`config.mk`:
```
export PLATFORM = sky130hd
export DESIGN_NAME = hsv_to_rgb_converter_unit
export DESIGN_NICKNAME = d
export VERILOG_FILES = /design/src/hdl/hsv2rgb_pkg.sv /design/src/hdl/hsv_to_rgb_converter_unit.sv
export VERILOG_INCLUDE_DIRS = /design/src /design/src/hdl
export SDC_FILE = /design/constraint.sdc
export NUM_CORES = 2
export LEC_CHECK = 0
export BUFFER_PORTS_ARGS = -buffer_cell sky130_fd_sc_hd__buf_2
export CORE_MARGIN = 2
export CORE_UTILIZATION = 67
export CTS_BUF_LIST = sky130_fd_sc_hd__clkbuf_8
export DETAILED_ROUTE_END_ITERATION = 16
export HOLD_SLACK_MARGIN = 0.08
export PLACE_DENSITY = 0.81
export SYNTH_ARGS = -nofsm -noshare
export SYNTH_HDL_FRONTEND = slang
export SYNTH_SLANG_ARGS = --single-unit
```
`constraint.sdc`:
```
create_clock -name clk_i -period 7.4 [get_ports clk_i]
set_clock_uncertainty 0.05 [all_clocks]
set_input_delay 0 -clock clk_i [delete_from_list [all_inputs] [get_ports clk_i]]
set_output_delay 0 -clock clk_i [all_outputs]
set_load 0.02 [all_outputs]
```
`src/hdl/hsv_to_rgb_converter_unit_macros.svh`:
```
// Assertion macros for the HSV to RGB converter.
// Used by hsv_to_rgb_converter_unit.sv; expects clk_i and rst_ni in scope.
`ifndef HSV_TO_RGB_CONVERTER_UNIT_MACROS_SVH
`define HSV_TO_RGB_CONVERTER_UNIT_MACROS_SVH

// Same-cycle implication, disabled while in reset.
`define HSV_ASSERT_NOW(label, ante, cons) \
  label: assert property (@(posedge clk_i) disable iff (!rst_ni) (ante) |-> (cons)) \
    else $error("hsv_to_rgb_converter_unit: assertion failed");

// Next-cycle implication, disabled while in reset.
`define HSV_ASSERT_NEXT(label, ante, cons) \
  label: assert property (@(posedge clk_i) disable iff (!rst_ni) (ante) |=> (cons)) \
    else $error("hsv_to_rgb_converter_unit: assertion failed");

`endif

```
`src/hdl/hsv2rgb_pkg.sv`:
```
// Types and constants for the HSV to RGB converter.
// No dependencies; imported by hsv_to_rgb_converter_unit.
`default_nettype none

package hsv2rgb_pkg;

  // Hue wraps at 360 degrees, in sixteenths of a degree.
  localparam logic [12:0] HueFull   = 13'd5760;
  localparam logic [9:0]  HueSector = 10'd960;
  localparam logic [7:0]  FracOne   = 8'd255;
  // 255 * 960
  localparam logic [17:0] DenFull   = 18'd244800;

  // Exact reciprocals: floor(x / d) == (x * R) >> Shift over the whole input range.
  localparam int unsigned MShift = 24;  // x < 2^16, d = 255
  localparam logic [16:0] MRecip = 17'(((64'd1 << 24) + 64'd254) / 64'd255);
  localparam int unsigned NShift = 44;  // x < 2^26, d = 244800
  localparam logic [26:0] NRecip = 27'(((64'd1 << 44) + 64'd244799) / 64'd244800);

  typedef enum logic [2:0] {
    SecRy = 3'd0,  // red to yellow
    SecYg = 3'd1,  // yellow to green
    SecGc = 3'd2,  // green to cyan
    SecCb = 3'd3,  // cyan to blue
    SecBm = 3'd4,  // blue to magenta
    SecMr = 3'd5   // magenta to red
  } sector_e;

  function automatic logic [12:0] sector_base(input sector_e sec);
    logic [12:0] base;
    unique case (sec)
      SecRy:   base = 13'd0;
      SecYg:   base = 13'd960;
      SecGc:   base = 13'd1920;
      SecCb:   base = 13'd2880;
      SecBm:   base = 13'd3840;
      SecMr:   base = 13'd4800;
      default: base = 13'd0;
    endcase
    return base;
  endfunction

endpackage

`default_nettype wire

```
`src/hdl/hsv_to_rgb_converter_unit.sv`:
```
// HSV with alpha to RGB with alpha, six-stage pipeline.
// Depends on hsv2rgb_pkg and hsv_to_rgb_converter_unit_macros.svh.
//
//  channel   ports                                        handshake
//  -------   -------------------------------------------  ----------------------
//  pixel in  hue_i saturation_i brightness_i alpha_in_i   start_i, busy_o
//  pixel out red_o green_o blue_o alpha_out_o             valid_o
//
// One pixel per clock; valid_o is the last bit of the valid shift register and rises
// together with the stage-6 result registers.
// Stages: hue wrap, sector split, fraction products, channel products,
// reciprocal scaling, channel ordering. Each stage holds at most one multiplier per path.
// busy_o stays low: every stage advances each cycle and nothing waits downstream.
// Reset clears the valid bits only; data registers carry no reset.
`default_nettype none

`include "hsv_to_rgb_converter_unit_macros.svh"

module hsv_to_rgb_converter_unit
  import hsv2rgb_pkg::*;
(
  input  wire logic        clk_i,
  input  wire logic        rst_ni,
  input  wire logic        start_i,
  output logic             busy_o,
  input  wire logic [12:0] hue_i,
  input  wire logic [7:0]  saturation_i,
  input  wire logic [7:0]  brightness_i,
  input  wire logic [7:0]  alpha_in_i,
  output logic             valid_o,
  output logic [7:0]       red_o,
  output logic [7:0]       green_o,
  output logic [7:0]       blue_o,
  output logic [7:0]       alpha_out_o
);

  logic [5:0] vld_q, vld_d;

  // stage 1: wrapped hue
  logic [12:0] hue1_q, hue1_d;
  logic [7:0]  sat1_q, bri1_q, alp1_q;
  // stage 2: sector and remainder
  sector_e     sec2_q, sec2_d;
  logic [9:0]  rem2_q, rem2_d;
  logic [7:0]  sat2_q, bri2_q, alp2_q;
  // stage 3: fraction products
  logic [17:0] pn3_q, pn3_d, pk3_q, pk3_d;
  logic [15:0] mnum3_q, mnum3_d;
  logic [7:0]  bri3_q, alp3_q;
  sector_e     sec3_q;
  logic        gry3_q;
  // stage 4: channel products, M scaled
  logic [25:0] xn4_q, xn4_d, xk4_q, xk4_d;
  logic [32:0] mprod;
  logic [7:0]  m4_q, bri4_q, alp4_q;
  sector_e     sec4_q;
  logic        gry4_q;
  // stage 5: N and K scaled
  logic [52:0] nprod, kprod;
  logic [7:0]  n5_q, k5_q, m5_q, bri5_q, alp5_q;
  sector_e     sec5_q;
  logic        gry5_q;
  // stage 6: output
  logic [7:0]  red_q, grn_q, blu_q, alp6_q;
  logic [7:0]  red_d, grn_d, blu_d;
  logic        gry6_q;

  assign busy_o = 1'b0;

  always_comb begin
    vld_d = {vld_q[4:0], start_i & ~busy_o};
  end

  always_ff @(posedge clk_i or negedge rst_ni) begin
    if (!rst_ni) begin
      vld_q <= '0;
    end else begin
      vld_q <= vld_d;
    end
  end

  // stage 1: wrap hue once
  always_comb begin
    hue1_d = (hue_i >= HueFull) ? 13'(hue_i - HueFull) : hue_i;
  end

  // stage 2: split hue into sector and remainder
  always_comb begin
    priority if (hue1_q >= sector_base(SecMr)) begin
      sec2_d = SecMr;
    end else if (hue1_q >= sector_base(SecBm)) begin
      sec2_d = SecBm;
    end else if (hue1_q >= sector_base(SecCb)) begin
      sec2_d = SecCb;
    end else if (hue1_q >= sector_base(SecGc)) begin
      sec2_d = SecGc;
    end else if (hue1_q >= sector_base(SecYg)) begin
      sec2_d = SecYg;
    end else begin
      sec2_d = SecRy;
    end
    rem2_d = 10'(hue1_q - sector_base(sec2_d));
  end

  // stage 3: S*rem, S*(960-rem), V*(255-S)
  always_comb begin
    pn3_d   = 18'(sat2_q) * 18'(rem2_q);
    pk3_d   = 18'(sat2_q) * 18'(10'(HueSector - rem2_q));
    mnum3_d = 16'(bri2_q) * 16'(8'(FracOne - sat2_q));
  end

  // stage 4: V*(244800-p) and M = mnum/255
  always_comb begin
    xn4_d = 26'(bri3_q) * 26'(18'(DenFull - pn3_q));
    xk4_d = 26'(bri3_q) * 26'(18'(DenFull - pk3_q));
    mprod = 33'(mnum3_q) * 33'(MRecip);
  end

  // stage 5: N and K = x/244800
  always_comb begin
    nprod = 53'(xn4_q) * 53'(NRecip);
    kprod = 53'(xk4_q) * 53'(NRecip);
  end

  // stage 6: order channels by sector
  always_comb begin
    unique case (sec5_q)
      SecRy: begin red_d = bri5_q; grn_d = k5_q;   blu_d = m5_q;   end
      SecYg: begin red_d = n5_q;   grn_d = bri5_q; blu_d = m5_q;   end
      SecGc: begin red_d = m5_q;   grn_d = bri5_q; blu_d = k5_q;   end
      SecCb: begin red_d = m5_q;   grn_d = n5_q;   blu_d = bri5_q; end
      SecBm: begin red_d = k5_q;   grn_d = m5_q;   blu_d = bri5_q; end
      default: begin red_d = bri5_q; grn_d = m5_q; blu_d = n5_q;   end
    endcase
  end

  always_ff @(posedge clk_i) begin
    hue1_q  <= hue1_d;
    sat1_q  <= saturation_i;
    bri1_q  <= brightness_i;
    alp1_q  <= alpha_in_i;

    sec2_q  <= sec2_d;
    rem2_q  <= rem2_d;
    sat2_q  <= sat1_q;
    bri2_q  <= bri1_q;
    alp2_q  <= alp1_q;

    pn3_q   <= pn3_d;
    pk3_q   <= pk3_d;
    mnum3_q <= mnum3_d;
    bri3_q  <= bri2_q;
    alp3_q  <= alp2_q;
    sec3_q  <= sec2_q;
    gry3_q  <= (sat2_q == 8'd0);

    xn4_q   <= xn4_d;
    xk4_q   <= xk4_d;
    m4_q    <= mprod[MShift+7:MShift];
    bri4_q  <= bri3_q;
    alp4_q  <= alp3_q;
    sec4_q  <= sec3_q;
    gry4_q  <= gry3_q;

    n5_q    <= nprod[NShift+7:NShift];
    k5_q    <= kprod[NShift+7:NShift];
    m5_q    <= m4_q;
    bri5_q  <= bri4_q;
    alp5_q  <= alp4_q;
    sec5_q  <= sec4_q;
    gry5_q  <= gry4_q;

    red_q   <= red_d;
    grn_q   <= grn_d;
    blu_q   <= blu_d;
    alp6_q  <= alp5_q;
    gry6_q  <= gry5_q;
  end

  assign valid_o     = vld_q[5];
  assign red_o       = red_q;
  assign green_o     = grn_q;
  assign blue_o      = blu_q;
  assign alpha_out_o = alp6_q;

  // remainder stays inside one sector
  `HSV_ASSERT_NOW(a_rem_range, vld_q[1], rem2_q < HueSector)
  // scaled channels never exceed the value
  `HSV_ASSERT_NOW(a_chan_bound, vld_q[4], (n5_q <= bri5_q) && (k5_q <= bri5_q) && (m5_q <= bri5_q))
  // zero saturation gives grey
  `HSV_ASSERT_NOW(a_grey, valid_o && gry6_q, (red_o == green_o) && (green_o == blue_o))

endmodule

`default_nettype wire
```
==> flow_summary.json <==
{
  "hold_class": "in2reg",
  "avgSynthCellArea_um2": 9.765,
  "outcome": "finished clean",
  "antenna_cells": 0,
  "synth-edff-count": 0,
  "hold_ws_ns": 0.1470,
  "post_cts_buffers": 0,
  "cts_tree": "yes",
  "ff_latch_area_mm2": 0.006096,
  "nNetsFinal": 5959,
  "worst-r2r-setup-slack_ns": 1.00,
  "areaGrowthSynthToFinish_pct": 7.358,
  "grt_pass1_vias": 31510,
  "port_buffers": 72,
  "synth_top_area_frac": 0.3049,
  "synthArstFlopShare": 0.01980,
  "regToRegStartpoint": "xn4_q[20]",
  "drc_errors": 0,
  "min_from": "hue_i[8]",
  "crit_path_max_fanout": 7,
  "via_per_inst": 5.495,
  "num_rows": 92,
  "cpMostUsedCell": "fa_1",
  "crit_required_ns": 7.89,
  "worstSkewPairLatency_ns": 0.67,
  "nFillCells": 4500,
  "grt_pass1_wl_um": 152500,
  "die_h_um": 255.0,
  "utilization": 0.7225,
  "grt_max_degree": 51,
  "path_clk_slew_ns": 0.07,
  "clk_path_buf_depth": 3,
  "setup_violations": 0,
  "dr.pass1.iters": 5,
  "clock-sinks": 303,
  "synth_flop_cell": "dfxtp_1",
  "ys_types": 71,
  "finalCritPeriodShare": 0.8646,
  "grt_use_total": 0.2944,
  "grt_overflow": 0,
  "netlist_instances": 4324,
  "synthTopCellsByArea": "fa_1 30%, ha_1 24%, dfxtp_1 14%",
  "synth_area_mm2": 0.04222,
  "routed_wl_um": 90770,
  "worst_pin_slew_ns": 1.138,
  "synth.top_cells.by_count": "989 x inv_1, 803 x ha_1, 643 x fa_1",
  "hpwl_um": 74460,
  "holdPathStages": 4,
  "synth_compound_area_frac": 0.06840,
  "synth_fa_ha_area_frac": 0.5428,
  "slowest_stage": "dfxtp_1",
  "ys_seq_area_frac": 0.1444,
  "cts_hold_buf": 82,
  "synth_top_area_cell": "fa_1",
  "path_cells": "ha_1, fa_1, fa_1, ha_1, fa_1, fa_1, inv_1, fa_1, inv_1, ha_1, a21o_1, a21o_1, a2111oi_0, o211ai_1, a41o_2, o21ai_2, nor2_1, a211oi_1",
  "dieArea_mm2": 0.06504,
  "synth_mux_area_frac": 0.005690,
  "multiInputGateArea_mm2": 0.03212,
  "ant_nets": 0,
  "clock.fmax_ghz": 0.1563,
  "min_period_ns": 6.398,
  "cp.arrival_ns": 6.89,
  "end_kind": "flop",
  "rsz0062_at_grt": "false",
  "drive_gt1_frac": 0.04214,
  "hold_viol": 0,
  "cts_made_buffers": 48,
  "cts_resized": 0,
  "yosys.area_share.simple": 0.1131,
  "max_stage_delay_ns": 0.61,
  "initial_core_util": 0.6730,
  "ys_ff_latch": 303,
  "wl_per_cell_um": 16.95,
  "synth_warnings": 0,
  "worstRegToRegCells": 18,
  "io_pins": 74,
  "via_count": 29427,
  "relSlewSlack": 0.2403,
  "finalSetupTns_ns": 0,
  "antenna_found_initial": 1,
  "crit_type": "reg2reg",
  "cap_viol_max_count": 0,
  "synth-xor-area-share": 0.03070,
  "die_x_um": 255.0,
  "drv_slew": 0,
  "core_mm2": 0.06274,
  "ctsRootBufferMaster": "clkbuf_8",
  "yosysMostFrequentCell": "inv_1",
  "place.gp.congestion": 0.9549,
  "drtIter0Drc": 1523,
  "htreeDepth": 2,
  "synth_top_family_by_area": "adder cells",
  "syn_nets": 5810,
  "whs_endpoint": "hue1_q[8]",
  "crit_path_start_kind": "flop",
  "reg2reg_to": "n5_q[7]"
}
[cell type report]
cell class / instances / area share
Clock inverter: 30 / 0.005189
Multi-Input combinational cell: 2957 / 0.7087
Tap cell: 846 / 0.02335
Inverter: 989 / 0.08190
Clock buffer: 56 / 0.01700
Timing Repair Buffer: 174 / 0.02937
Sequential cell: 303 / 0.1345
[worst max path at each step]
stage	to	slack (ns)	depth (start not counted)	startpoint
detailed placement	n5_q[5]	1.06	17	xn4_q[20]
global placement	n5_q[7]	1.15	18	xn4_q[20]
finish	n5_q[7]	1.00	18	xn4_q[20]
floorplan	k5_q[7]	1.69	19	xk4_q[15]
CTS	n5_q[7]	1.02	18	xn4_q[20]
global route	n5_q[7]	0.72	18	xn4_q[20]
[layout by cell type (no fill, tap or decap), types with 11 or more instances in the layout]
cell type,n
clkbuf_8,56
a21o_1,77
nor2_1,96
nor2b_1,118
dlygate4sd3_1,82
o31ai_1,13
and3_1,24
fa_1,643
dfxtp_1,297
xor2_1,60
xnor2_1,88
o21bai_1,11
nor3_1,43
o21a_1,18
mux2i_1,24
a211oi_1,26
a21oi_1,135
buf_2,72
o21ai_0,72
ha_1,803
and2_1,244
nand2_1,212
a31oi_1,18
inv_1,999
nand3_1,38
buf_4,20
nand2b_1,53
nand4_1,27
[metal layers]
metal  track usage  routed length (um)
met1        0.3760               38010
met2        0.5067               44290
met3       0.04566                5014
met4        0.1103                3455
met5             0                   0
[flip-flops by register name (all words and copies together), names as in the netlist, 10 cells and up]
register,cells
hue1_q,13
mnum3_q,16
pk3_q,18
pn3_q,17
rem2_q,10
xk4_q,26
xn4_q,25
[per-stage QoR]
step           setup slack [ns]  cells  cell area [um2]
2_1_floorplan             1.687   4324            42220
3_3_place_gp              1.150   5187            43500
3_5_place_dp              1.055   5187            43500
4_1_cts                   1.021   5355            45330
5_1_grt                  0.7192   5355            45330
6_report                  1.002   5355            45330
[worst max-delay path: cells and delay by family (launching register included)]
family	cells	cell delay [ns]
DFF	1	0.61
buffers and inverters	2	0.09
adders and majority gates	8	3.54
AOI/OAI and AO/OA	7	1.92
and+or+nand+nor	1	0.09
[cells by family (layout without fill, tap and decap cells)]
kind of cell | Yosys count | count (layout)
multiplexers | 24 | 24
AND/OR/NAND/NOR | 894 | 894
adder cells (fa/ha/maj) | 1446 | 1446
other | 1 | 1
AO/OA/AOI/OAI | 444 | 444
flip-flops | 303 | 303
buffers and inverters | 1064 | 1249
XOR/XNOR | 148 | 148
Power is not shown: default switching activity piles up to over one toggle a cycle in this logic, so the estimate is an artifact.
